`src/rtl/core/dopi_pkg.sv`:
```
`default_nettype none
// ----------------------------------------------------------------------------
// dopi_pkg - shared types and constants of the odometry pose integrator
// Field widths, fixed-point constants, controller states, command and status
// words, and the CORDIC arctangent table in units of 1/2^32 turn.
// ----------------------------------------------------------------------------
package dopi_pkg;

    localparam int PosW     = 32;
    localparam int HeadW    = 16;
    localparam int DistW    = 20;
    localparam int TurnW    = 16;
    localparam int MidW     = HeadW + 1;
    localparam int CordW    = 32;
    localparam int ProdW    = DistW + CordW;
    localparam int FracW    = 30;
    localparam int IncW     = ProdW - FracW;
    localparam int SumW     = PosW + 1;
    localparam int AtanIdxW = 5;
    localparam int CfgIdxW  = 2;
    localparam int CfgDataW = 32;
    localparam int SDataW   = 40;
    localparam int MDataW   = 80;

    localparam logic signed [CordW-1:0] CordicGain = 32'sd652032874;
    localparam logic signed [ProdW-1:0] HalfQ30    = ProdW'(64'sd536870912);
    localparam logic [MidW-1:0]         MidOffset  = MidW'(16384);
    localparam logic signed [PosW-1:0]  PosMax     = 32'sh7FFF_FFFF;
    localparam logic signed [PosW-1:0]  PosMin     = 32'sh8000_0000;

    typedef enum logic {
        OP_STEP,
        OP_RELOAD
    } t_op;

    typedef enum logic [CfgIdxW-1:0] {
        CFG_START_X,
        CFG_START_Y,
        CFG_START_HEADING
    } t_cfg_idx;

    typedef enum logic [2:0] {
        S_IDLE,
        S_ROT,
        S_MUL_X,
        S_ACC_X,
        S_ACC_Y,
        S_DONE
    } t_state;

    typedef struct packed {
        logic load;
        logic reload;
        logic rotate;
        logic mul_en;
        logic mul_sel_y;
        logic acc_x;
        logic acc_y;
        logic capture;
    } t_cmd;

    typedef struct packed {
        logic rot_last;
    } t_status;

    function automatic logic signed [CordW-1:0] atan_turn(input logic [AtanIdxW-1:0] idx);
        logic signed [CordW-1:0] v;
        case (idx)
            5'd0:    v = 32'sd536870912;
            5'd1:    v = 32'sd316933406;
            5'd2:    v = 32'sd167458907;
            5'd3:    v = 32'sd85004756;
            5'd4:    v = 32'sd42667331;
            5'd5:    v = 32'sd21354465;
            5'd6:    v = 32'sd10679838;
            5'd7:    v = 32'sd5340245;
            5'd8:    v = 32'sd2670163;
            5'd9:    v = 32'sd1335087;
            5'd10:   v = 32'sd667544;
            5'd11:   v = 32'sd333772;
            5'd12:   v = 32'sd166886;
            5'd13:   v = 32'sd83443;
            5'd14:   v = 32'sd41722;
            5'd15:   v = 32'sd20861;
            5'd16:   v = 32'sd10430;
            5'd17:   v = 32'sd5215;
            5'd18:   v = 32'sd2608;
            5'd19:   v = 32'sd1304;
            5'd20:   v = 32'sd652;
            5'd21:   v = 32'sd326;
            5'd22:   v = 32'sd163;
            5'd23:   v = 32'sd81;
            default: v = '0;
        endcase
        return v;
    endfunction

endpackage
`default_nettype wire

```
`src/rtl/core/dopi_ctrl.sv`:
```
`default_nettype none
// ----------------------------------------------------------------------------
// dopi_ctrl - sequencer of the odometry pose integrator
// Accepts one word at a time and steps the datapath through CORDIC rotation,
// two multiply and accumulate steps and the result capture (a reload goes straight to capture).
// ----------------------------------------------------------------------------
module dopi_ctrl (
    input  wire logic              i_clk,
    input  wire logic              i_rst_n,
    input  wire logic              i_s_tvalid,
    input  wire dopi_pkg::t_op     i_op,
    output logic                   o_s_tready,
    output logic                   o_m_tvalid,
    input  wire logic              i_m_tready,
    input  wire dopi_pkg::t_status i_status,
    output dopi_pkg::t_cmd         o_cmd
);

    dopi_pkg::t_state r_state;
    dopi_pkg::t_state n_state;
    logic             r_out_valid;
    logic             n_out_valid;
    logic             slot_free;

    assign slot_free = !r_out_valid || i_m_tready;

    always_comb begin
        n_state = r_state;
        case (r_state)
            dopi_pkg::S_IDLE: begin
                if (i_s_tvalid) begin
                    n_state = (i_op == dopi_pkg::OP_RELOAD) ? dopi_pkg::S_DONE
                                                            : dopi_pkg::S_ROT;
                end
            end
            dopi_pkg::S_ROT: begin
                if (i_status.rot_last) begin
                    n_state = dopi_pkg::S_MUL_X;
                end
            end
            dopi_pkg::S_MUL_X: n_state = dopi_pkg::S_ACC_X;
            dopi_pkg::S_ACC_X: n_state = dopi_pkg::S_ACC_Y;
            dopi_pkg::S_ACC_Y: n_state = dopi_pkg::S_DONE;
            dopi_pkg::S_DONE: begin
                if (slot_free) begin
                    n_state = dopi_pkg::S_IDLE;
                end
            end
            default: n_state = dopi_pkg::S_IDLE;
        endcase
    end

    always_comb begin
        o_cmd      = '0;
        o_s_tready = 1'b0;
        case (r_state)
            dopi_pkg::S_IDLE: begin
                o_s_tready   = 1'b1;
                o_cmd.load   = i_s_tvalid;
                o_cmd.reload = i_s_tvalid && (i_op == dopi_pkg::OP_RELOAD);
            end
            dopi_pkg::S_ROT: o_cmd.rotate = 1'b1;
            dopi_pkg::S_MUL_X: o_cmd.mul_en = 1'b1;
            dopi_pkg::S_ACC_X: begin
                o_cmd.acc_x     = 1'b1;
                o_cmd.mul_en    = 1'b1;
                o_cmd.mul_sel_y = 1'b1;
            end
            dopi_pkg::S_ACC_Y: o_cmd.acc_y = 1'b1;
            dopi_pkg::S_DONE: o_cmd.capture = slot_free;
            default: o_cmd = '0;
        endcase
    end

    always_comb begin
        n_out_valid = r_out_valid;
        if (o_cmd.capture) begin
            n_out_valid = 1'b1;
        end else if (i_m_tready) begin
            n_out_valid = 1'b0;
        end
    end

    always_ff @(posedge i_clk) begin
        if (!i_rst_n) begin
            r_state     <= dopi_pkg::S_IDLE;
            r_out_valid <= 1'b0;
        end else begin
            r_state     <= n_state;
            r_out_valid <= n_out_valid;
        end
    end

    assign o_m_tvalid = r_out_valid;

endmodule
`default_nettype wire

```
`src/rtl/core/dopi_dp.sv`:
```
`default_nettype none
// ----------------------------------------------------------------------------
// dopi_dp - datapath of the odometry pose integrator
// Start pose registers, pose state, iterative CORDIC, shared multiplier,
// saturating accumulator and the result register.
// ----------------------------------------------------------------------------
module dopi_dp #(
    parameter int CORDIC_ITERATIONS = 16
) (
    input  wire logic                                  i_clk,
    input  wire logic                                  i_rst_n,
    input  wire logic                                  i_cfg_we,
    input  wire logic [dopi_pkg::CfgIdxW-1:0]          i_cfg_idx,
    input  wire logic [dopi_pkg::CfgDataW-1:0]         i_cfg_data,
    input  wire logic signed [dopi_pkg::DistW-1:0]     i_step_distance,
    input  wire logic signed [dopi_pkg::TurnW-1:0]     i_step_turn,
    input  wire dopi_pkg::t_cmd                        i_cmd,
    output dopi_pkg::t_status                          o_status,
    output logic signed [dopi_pkg::PosW-1:0]           o_pos_x,
    output logic signed [dopi_pkg::PosW-1:0]           o_pos_y,
    output logic [dopi_pkg::HeadW-1:0]                 o_heading,
    output logic                                       o_saturated
);

    localparam int IterW = $clog2(CORDIC_ITERATIONS);

    logic signed [dopi_pkg::PosW-1:0]  r_start_x;
    logic signed [dopi_pkg::PosW-1:0]  r_start_y;
    logic [dopi_pkg::HeadW-1:0]        r_start_heading;

    logic signed [dopi_pkg::PosW-1:0]  r_pos_x;
    logic signed [dopi_pkg::PosW-1:0]  r_pos_y;
    logic [dopi_pkg::HeadW-1:0]        r_heading;
    logic                              r_sat;

    logic signed [dopi_pkg::DistW-1:0] r_dist;
    logic [dopi_pkg::HeadW-1:0]        r_turn;
    logic [1:0]                        r_quad;
    logic [IterW-1:0]                  r_iter;
    logic signed [dopi_pkg::CordW-1:0] r_cx;
    logic signed [dopi_pkg::CordW-1:0] r_cy;
    logic signed [dopi_pkg::CordW-1:0] r_cz;
    logic signed [dopi_pkg::ProdW-1:0] r_prod;

    logic signed [dopi_pkg::PosW-1:0]  r_out_x;
    logic signed [dopi_pkg::PosW-1:0]  r_out_y;
    logic [dopi_pkg::HeadW-1:0]        r_out_heading;
    logic                              r_out_sat;

    logic [dopi_pkg::MidW-1:0]         mid;
    logic signed [dopi_pkg::CordW-1:0] z_init;
    logic signed [dopi_pkg::CordW-1:0] dx;
    logic signed [dopi_pkg::CordW-1:0] dy;
    logic signed [dopi_pkg::CordW-1:0] atan_val;
    logic signed [dopi_pkg::CordW-1:0] cos_v;
    logic signed [dopi_pkg::CordW-1:0] sin_v;
    logic signed [dopi_pkg::CordW-1:0] mul_op;
    logic signed [dopi_pkg::ProdW-1:0] rounded;
    logic signed [dopi_pkg::IncW-1:0]  inc;
    logic signed [dopi_pkg::PosW-1:0]  acc_base;
    logic signed [dopi_pkg::SumW-1:0]  sum;
    logic signed [dopi_pkg::PosW-1:0]  acc_val;
    logic                              acc_clip;
    logic [dopi_pkg::HeadW-1:0]        n_heading;

    // midpoint angle in 1/2^17 turn, offset by an eighth turn for the quadrant split
    assign mid    = {r_heading, 1'b0} + {i_step_turn[dopi_pkg::TurnW-1], i_step_turn}
                  + dopi_pkg::MidOffset;
    assign z_init = {{3{~mid[14]}}, mid[13:0], 15'd0};

    assign dx       = r_cy >>> r_iter;
    assign dy       = r_cx >>> r_iter;
    assign atan_val = dopi_pkg::atan_turn(dopi_pkg::AtanIdxW'(r_iter));

    assign o_status.rot_last = (r_iter == IterW'(CORDIC_ITERATIONS - 1));

    always_comb begin
        case (r_quad)
            2'd0: begin
                cos_v = r_cx;
                sin_v = r_cy;
            end
            2'd1: begin
                cos_v = -r_cy;
                sin_v = r_cx;
            end
            2'd2: begin
                cos_v = -r_cx;
                sin_v = -r_cy;
            end
            default: begin
                cos_v = r_cy;
                sin_v = -r_cx;
            end
        endcase
    end

    assign mul_op   = i_cmd.mul_sel_y ? sin_v : cos_v;
    assign rounded  = r_prod + dopi_pkg::HalfQ30;
    assign inc      = rounded[dopi_pkg::ProdW-1:dopi_pkg::FracW];
    assign acc_base = i_cmd.acc_y ? r_pos_y : r_pos_x;
    assign sum      = {acc_base[dopi_pkg::PosW-1], acc_base}
                    + {{(dopi_pkg::SumW - dopi_pkg::IncW){inc[dopi_pkg::IncW-1]}}, inc};

    always_comb begin
        acc_clip = sum[dopi_pkg::SumW-1] != sum[dopi_pkg::SumW-2];
        if (!acc_clip) begin
            acc_val = sum[dopi_pkg::PosW-1:0];
        end else if (sum[dopi_pkg::SumW-1]) begin
            acc_val = dopi_pkg::PosMin;
        end else begin
            acc_val = dopi_pkg::PosMax;
        end
    end

    assign n_heading = r_heading + r_turn;

    always_ff @(posedge i_clk) begin
        if (!i_rst_n) begin
            r_start_x       <= '0;
            r_start_y       <= '0;
            r_start_heading <= '0;
        end else if (i_cfg_we) begin
            case (i_cfg_idx)
                dopi_pkg::CFG_START_X:       r_start_x       <= i_cfg_data;
                dopi_pkg::CFG_START_Y:       r_start_y       <= i_cfg_data;
                dopi_pkg::CFG_START_HEADING: r_start_heading <= i_cfg_data[dopi_pkg::HeadW-1:0];
                default: ;
            endcase
        end
    end

    always_ff @(posedge i_clk) begin
        if (!i_rst_n) begin
            r_pos_x   <= '0;
            r_pos_y   <= '0;
            r_heading <= '0;
            r_sat     <= 1'b0;
        end else if (i_cmd.reload) begin
            r_pos_x   <= r_start_x;
            r_pos_y   <= r_start_y;
            r_heading <= r_start_heading;
            r_sat     <= 1'b0;
        end else if (i_cmd.load) begin
            r_sat <= 1'b0;
        end else if (i_cmd.acc_x) begin
            r_pos_x <= acc_val;
            r_sat   <= r_sat | acc_clip;
        end else if (i_cmd.acc_y) begin
            r_pos_y <= acc_val;
            r_sat   <= r_sat | acc_clip;
        end else if (i_cmd.capture) begin
            r_heading <= n_heading;
        end
    end

    always_ff @(posedge i_clk) begin
        if (i_cmd.load) begin
            r_dist <= i_step_distance;
            r_turn <= i_cmd.reload ? '0 : i_step_turn;
            r_quad <= mid[16:15];
            r_iter <= '0;
            r_cx   <= dopi_pkg::CordicGain;
            r_cy   <= '0;
            r_cz   <= z_init;
        end else if (i_cmd.rotate) begin
            r_iter <= r_iter + 1'b1;
            if (!r_cz[dopi_pkg::CordW-1]) begin
                r_cx <= r_cx - dx;
                r_cy <= r_cy + dy;
                r_cz <= r_cz - atan_val;
            end else begin
                r_cx <= r_cx + dx;
                r_cy <= r_cy - dy;
                r_cz <= r_cz + atan_val;
            end
        end
    end

    always_ff @(posedge i_clk) begin
        if (i_cmd.mul_en) begin
            r_prod <= r_dist * mul_op;
        end
    end

    always_ff @(posedge i_clk) begin
        if (i_cmd.capture) begin
            r_out_x       <= r_pos_x;
            r_out_y       <= r_pos_y;
            r_out_heading <= n_heading;
            r_out_sat     <= r_sat;
        end
    end

    assign o_pos_x     = r_out_x;
    assign o_pos_y     = r_out_y;
    assign o_heading   = r_out_heading;
    assign o_saturated = r_out_sat;

endmodule
`default_nettype wire

```
`src/rtl/core/differential_odometry_pose_integrator_top.sv`:
```
`default_nettype none
// ----------------------------------------------------------------------------
// differential_odometry_pose_integrator_top - dead-reckoning pose integrator
// Integrates distance and heading change of a two-wheeled robot at the
// midpoint heading and keeps a saturating x, y position and a wrapping heading.
//
// Usage:
//   Slave stream takes one word per step: tuser selects step or reload,
//   tdata carries distance and heading change. Master stream returns one
//   word per input word with the updated pose and a clip flag in tuser.
//   The user writes the start pose registers through the cfg port only
//   while idle; the block itself does not enforce this. A step runs the
//   one-rotation-per-cycle CORDIC loop and then the shared multiplier for x
//   then y. A reload skips the rotation and the multiplier.
//   One word is in work at a time; s_tready is high only while idle.
//   The result register holds its word while m_tready is low; a following
//   word is accepted and computed, and waits before capture until the
//   register is free.
//   Reset clears the pose and the start registers to zero.
// ----------------------------------------------------------------------------
module differential_odometry_pose_integrator_top #(
    parameter int CORDIC_ITERATIONS = 16
) (
    input  wire logic                              i_clk,
    input  wire logic                              i_rst_n,
    input  wire logic                              i_cfg_we,
    input  wire logic [dopi_pkg::CfgIdxW-1:0]      i_cfg_idx,
    input  wire logic [dopi_pkg::CfgDataW-1:0]     i_cfg_data,
    input  wire logic                              s_axis_tvalid,
    output logic                                   s_axis_tready,
    // [19:0] step_distance, [35:20] step_turn, [39:36] zero
    input  wire logic [dopi_pkg::SDataW-1:0]       s_axis_tdata,
    // [0] operation
    input  wire logic [0:0]                        s_axis_tuser,
    output logic                                   m_axis_tvalid,
    input  wire logic                              m_axis_tready,
    // [31:0] pos_x, [63:32] pos_y, [79:64] heading
    output logic [dopi_pkg::MDataW-1:0]            m_axis_tdata,
    // [0] saturated
    output logic [0:0]                             m_axis_tuser
);

    dopi_pkg::t_cmd                    cmd;
    dopi_pkg::t_status                 status;
    logic signed [dopi_pkg::PosW-1:0]  pos_x;
    logic signed [dopi_pkg::PosW-1:0]  pos_y;
    logic [dopi_pkg::HeadW-1:0]        heading;
    logic                              saturated;

    dopi_ctrl u_ctrl (
        .i_clk      (i_clk),
        .i_rst_n    (i_rst_n),
        .i_s_tvalid (s_axis_tvalid),
        .i_op       (dopi_pkg::t_op'(s_axis_tuser[0])),
        .o_s_tready (s_axis_tready),
        .o_m_tvalid (m_axis_tvalid),
        .i_m_tready (m_axis_tready),
        .i_status   (status),
        .o_cmd      (cmd)
    );

    dopi_dp #(
        .CORDIC_ITERATIONS (CORDIC_ITERATIONS)
    ) u_dp (
        .i_clk           (i_clk),
        .i_rst_n         (i_rst_n),
        .i_cfg_we        (i_cfg_we),
        .i_cfg_idx       (i_cfg_idx),
        .i_cfg_data      (i_cfg_data),
        .i_step_distance (s_axis_tdata[19:0]),
        .i_step_turn     (s_axis_tdata[35:20]),
        .i_cmd           (cmd),
        .o_status        (status),
        .o_pos_x         (pos_x),
        .o_pos_y         (pos_y),
        .o_heading       (heading),
        .o_saturated     (saturated)
    );

    assign m_axis_tdata = {heading, pos_y, pos_x};
    assign m_axis_tuser = saturated;

endmodule
`default_nettype wire
```
`config.mk`:
```
export PLATFORM = sky130hd
export DESIGN_NAME = differential_odometry_pose_integrator_top
export DESIGN_NICKNAME = d
export VERILOG_FILES = /design/src/rtl/core/dopi_pkg.sv /design/src/rtl/core/dopi_ctrl.sv /design/src/rtl/core/dopi_dp.sv /design/src/rtl/core/differential_odometry_pose_integrator_top.sv
export SDC_FILE = /design/constraint.sdc
export NUM_CORES = 2
export LEC_CHECK = 0
export BUFFER_PORTS_ARGS = -buffer_cell sky130_fd_sc_hd__clkbuf_2
export CORE_MARGIN = 2
export CORE_UTILIZATION = 35
export DETAILED_ROUTE_END_ITERATION = 12
export SYNTH_ARGS = -nofsm -noshare
export SYNTH_HDL_FRONTEND = slang
export SYNTH_SLANG_ARGS = --single-unit
```
`constraint.sdc`:
```
create_clock -name i_clk -period 16.6 [get_ports i_clk]
set_clock_uncertainty 0.05 [all_clocks]
set_input_delay 0.83 -clock i_clk [delete_from_list [all_inputs] [get_ports i_clk]]
set_output_delay 0.83 -clock i_clk [all_outputs]
set_load 0.01 [all_outputs]
```
# Word level (Yosys, flattened, before mapping)
# Memories as Yosys holds them, arrays and structs flattened. A register that Yosys moved wholly into a read port is not among the register bits.
# Cells that the tools add are included.
[totals] ramBits=0 romBits=480 out_inout_bits=83 ff_bits=436 n_memories=1 elab_cells=122 latchBits=0 input_bits=80
[memory_table] name="(name not given)" depth=16 width=30 read_ports=1 rd_ports_with_merged_regs=1 write_ports=0 line="dopi_pkg.sv:68" text="case (idx)"
[op_classes] div=0 add_sub_neg=14 magnitude_cmp=0 muxes=41 eq_ne=17 bitwise=3 n_shift=2 n_reduce_logical=21 multipliers=1
[ops] op="$mux W32" n=16
[ops] op="$pmux W32 S3" n=2
[ops] op="$add A32 B32 Y32" n=3
[ops] op="$sub A32 B32 Y32" n=3
[ops] op="$mux W16" n=5
[ops] op="$neg A32 Y32" n=2
[ops] op="$sshr A32 B4 Y32" n=2
[ops] op="$add A52 B31 Y52 const B" n=1
[ops] op="$mul A20 B32 Y52" n=1
[ops] op="$add A32 B22 Y33" n=1
[ops] op="$pmux W3 S6" n=1
[ops] op="$add A17 B15 Y17 const B" n=1
[ops] op="$add A17 B17 Y17" n=1
[ops] op="$add A16 B16 Y16" n=1
[ops] op="$mux W3" n=4
[ops] op="$reduce_bool A2 Y1" n=6
[ops] op="$mux W1" n=9
[ops] op="$mux W4" n=2
[ops] op="$ne A2 B1 Y1 const B" n=4
[ops] op="$reduce_and A2 Y1" n=4
[ops] op="$eq A3 B2 Y1 const B" n=2
[ops] op="$eq A3 B3 Y1 const B" n=2
[ops] op="$reduce_and A3 Y1" n=2
[ops] op="$add A4 B1 Y4 const B" n=1
[ops] op="other kinds (17)" n=23

# Depth between registers and ports, before layout
[logic_depth] word_depth=10 depth_mapped=39 depth_no_buf=38

# Cells and area by module
# A second synthesis with hierarchy kept.
[unflattened] hier_cells=6128 area_unflattened_um2=53726.5
[modules_own_cells] module="dopi_dp" n_inst=1 cells_each=6094 area_each_um2=53437.5 seq_area_each_um2=10259.8
[modules_own_cells] module="dopi_ctrl" n_inst=1 cells_each=34 area_each_um2=289.0 seq_area_each_um2=80.1

# Worst setup path before layout
# No wires, ideal clock.
[synth_path] path_type="register to register" from="register u_dp.r_cx[18] in the netlist's numbering" to="register u_dp.r_prod[51] in the netlist's numbering (data pin)" setup_time_ns=0.260 arrival_ns=9.368 period_less_slack_ns=9.678 slack_ns=6.922 stages_incl_launch_ff=34 t_required_ns=16.290 n_path_buf=2 path_cell_list="dfxtp_1 -> buf_2 -> or4_1 -> or3_1 -> or4_1 -> or4_1 -> o31ai_1 -> xnor2_1 -> nor2_1 -> a211oi_1 -> a21o_1 -> clkbuf_1 -> nand2_1 -> fa_1 -> fa_1 -> inv_1 -> fa_1 -> inv_1 -> fa_1 -> inv_1 -> fa_1 -> fa_1 -> inv_1 -> fa_1 -> inv_1 -> ha_1 -> nand4_1 -> or3_1 -> o32ai_1 -> a21oi_1 -> a21oi_1 -> a21o_1 -> a21oi_1 -> xnor2_1"
[synth_between] elab_chain_len=4 elab_cells_between_ends=5 classes_between="add/sub (1); mul (1); mux (3)"
[synth_lines] element="start, declared" line="dopi_dp.sv:40" text="logic signed [dopi_pkg::CordW-1:0] r_cx;"
[synth_lines] element="start signal, assigned" line="dopi_dp.sv:163" text="r_cx <= dopi_pkg::CordicGain;"
[synth_lines] element="start signal, assigned" line="dopi_dp.sv:169" text="r_cx <= r_cx - dx;"
[synth_lines] element="start signal, assigned" line="dopi_dp.sv:173" text="r_cx <= r_cx + dx;"
[synth_lines] element="$neg A32 Y32" line="dopi_dp.sv:88, dopi_dp.sv:93"
[synth_lines] element="$pmux W32 S3" line="dopi_dp.sv:78" text="case (r_quad)"
[synth_lines] element="$mux W32 (*)" line="dopi_dp.sv:98" text="assign mul_op = i_cmd.mul_sel_y ? sin_v : cos_v;"
[synth_lines] element="$mul A20 B32 Y52 (*)" line="dopi_dp.sv:182" text="r_prod <= r_dist * mul_op;"
[synth_lines] element="end signal, assigned" line="dopi_dp.sv:182"
[synth_lines] element="end, declared" line="dopi_dp.sv:43" text="logic signed [dopi_pkg::ProdW-1:0] r_prod;"
# Mark *: on every way between the ends. The rest lies on a longest branch, timed or not.
# A chain may end at the register's enable or synchronous reset.

# Final worst setup path
# Same ends and word-level chain as after synthesis.

==> run summary <==
Required @ worst endpoint = 16.94 ns
Post-synth ARST share = 0%
Post-DRT Antenna Nets = 0
Port Buf Inserts = 158
Worst Tran Pin Value = 1.11 ns
Final Max Tran Viols = 0
I/O pins = 163
total die area = 0.156 mm^2
DRC = 0
Starting Density = 35.2%
Max Cap Viol = 0
global-route wire length before repair = 247000 um
largest net degree at the start of global routing = 98
FF-to-FF path depth = 31
final WL = 155000 um
RePlAce Congestion = 0.909
clk sinks = 437
antenna violations before repair = 2
die height = 395 um
Worst path max stage delay = 0.70 ns
Synth Instances = 6148
Worst-path clk slew = 0.07 ns
Post-synth top flop = dfxtp_1
Routed wire per std cell = 19.0 um
Critical path origin = u_dp.r_cx[18]
register area = 0.0103 mm^2
Max-Slew Margin vs Limit = 25.7%
number of enable flip-flop cells after synthesis = 159
Max H-tree Level = 2
Seq/Total Area, Yosys = 19.3%
Max FO, Critical Path = 25
Hold Path Class = in2reg
P&R area growth vs syn = 8.26%
Setup TNS Final = 0 ns
Initial DRC Count = 3193
Clock Latency Late Sink = 0.65 ns
Final Critical Period = 11.45 ns
Die X = 395 um
Worst setup EP type = flop
final worst-path cycle share = 69.0%
end of the worst register-to-register path = u_dp.r_prod[51]
WS Path Type = reg2reg
grt total ovfl = 0
vias in the first global route = 43400
end of the critical path = u_dp.r_prod[51]
clock root buffer = clkbuf_16
GRT Util Overall = 19.8%
Syn Area/Cell = 8.70 um^2
Post-CTS Hold Buffers = 0
YS warnings = 0
Pre-antenna DRT Iters = 5
final layout net count = 7126
Crit path top cell by count = fa_1
via/cell ratio = 5.29
CTS max path bufs = 3
core box area = 0.152 mm^2
via count = 43200
hpwl dp = 114000 um
r2r setup slk = 5.15 ns
syn_nets = 7180
crit start category = flop
TritonCTS clock tree = done
CP arrival = 11.78 ns
area of the multi-input gates = 0.0386 mm^2
Setup Fix Bufs, Post-CTS = 0
RSZ-0062 raised after global routing = no
cts repair resizes = 0
Fin Hold WS = 0.317 ns
diode count = 0
maximum clock rate = 87.4 MHz
status = finished clean
std cell rows = 143
layout cells sized above 1 = 8.48%
Cell Area, Synth = 0.0535 mm^2
synth unique cells = 96
Inserted Clock Buffers = 49
Synth Register Bits = 437
number of fill cells = 15300
Critical R2R Launch = u_dp.r_cx[18]
CP max-delay cell = a21o_1
Final setup viols = 0
Fin. Hold Viols = 0
-- per-layer routing --
metal  vias up  share of wire [%]  wire (um)  GRT usage (%)
met5         -                  0          0              0
met4         0                3.4       5350           6.67
met3       244                6.0       9350           2.34
met2      1453                 47      73100           33.1
met1     21300                 43      67200           26.4
li1      20100                  -          -              -
-- through the flow --
stage                     worst slack [ns]  std cells  cell area, um^2  utilization [%]
after detailed placement              5.21       8072            56100             36.9
after global routing                  4.50       8165            57900             38.1
after global placement                5.32       8072            56100             36.9
after CTS                             5.16       8164            57900             38.1
after floorplan                       6.92       6148            53500                -
final                                 5.15       8165            57900             38.1
-- worst max-delay path: cells and delay by family, from the launching register on --
kind            cells  cell delay (ns)
simple gates        8             2.84
buf+inv             5             0.49
flops               1             0.48
fa+ha+maj           8             4.35
compound gates      8             2.59
xor+xnor            2             0.34
-- worst min path at each step --
| stage | from | to | slack [ns] | depth (start not counted) |
|---|---|---|---|---|
| 6_report | s_axis_tdata[0] | u_dp.r_dist[0] | 0.32 | 1 |
| 5_1_grt | s_axis_tdata[7] | u_dp.r_dist[7] | 0.30 | 1 |
| 4_1_cts | s_axis_tdata[7] | u_dp.r_dist[7] | 0.29 | 1 |
| 3_5_place_dp | u_dp.r_sat | u_dp.o_saturated | 0.37 | 0 |
| 3_3_place_gp | u_dp.r_sat | u_dp.o_saturated | 0.37 | 0 |
| 2_1_floorplan | u_dp.r_sat | u_dp.o_saturated | 0.36 | 0 |
-- flip-flops by register name, indices dropped and copies added (netlist names), 2 cells and up --
| signal | flops |
|---|---|
| u_dp.r_start_x | 32 |
| u_ctrl.r_state | 3 |
| u_dp.o_pos_x | 32 |
| u_dp.atan_val | 30 |
| u_dp.r_turn | 16 |
| u_dp.r_start_y | 32 |
| u_dp.r_heading | 16 |
| u_dp.r_prod | 23 |
| u_dp.r_cy | 32 |
| u_dp.r_dist | 20 |
| u_dp.o_heading | 16 |
| u_dp.r_iter | 4 |
| u_dp.r_quad | 2 |
| u_dp.r_cz | 32 |
| u_dp.r_start_heading | 16 |
| u_dp.r_pos_x | 32 |
| u_dp.o_pos_y | 32 |
| u_dp.r_cx | 32 |
| u_dp.r_pos_y | 32 |
-- Yosys cell counts (57+ instances only) --
library cell	instances	area share, %
dfxtp_1	278	10
inv_1	811	5.7
nand2_1	944	6.6
and2_1	323	3.8
a31oi_1	58	0.68
a21oi_1	311	2.9
edfxtp_1	159	8.9
ha_1	311	7.3
o21ai_0	282	2.6
a21boi_0	108	1.5
nor2_1	259	1.8
clkbuf_1	297	2.1
nand3_1	82	0.77
xor2_1	132	2.2
nor3_1	57	0.53
fa_1	641	24
xnor2_1	172	2.8
a21o_1	88	1.2
-- layout by cell type, fill, tap and decap left out, types with 159 or more instances in the layout --
cell type,instances
fa_1,641
nand2_1,941
edfxtp_1,159
xnor2_1,172
a21oi_1,304
nor2_1,254
inv_1,810
and2_1,323
ha_1,311
dfxtp_1,274
o21ai_0,281
-- layout make-up --
cell class                 count  share of cell area [%]
sequential                   437                    17.9
clock inverter                30                   0.683
timing repair buffer         257                    2.65
multi-input combinational   4535                    66.7
inverter                     814                    5.28
clock buffer                  62                    2.40
tap                         2030                    4.39
-- logic make-up (layout without fill, tap and decap cells) --
family          after synthesis  count (layout)  synth area share (%)
simple gates               1932            1932                  17.0
mux                         153             153                  4.52
fa+ha+maj                   952             952                  31.3
buf+inv                    1176            1163                  8.71
flops                       437             437                  19.3
compound gates             1194            1194                  14.2
xor+xnor                    304             304                  4.98
Power is not shown: default switching activity piles up to over one toggle a cycle in this logic, so the estimate is an artifact.
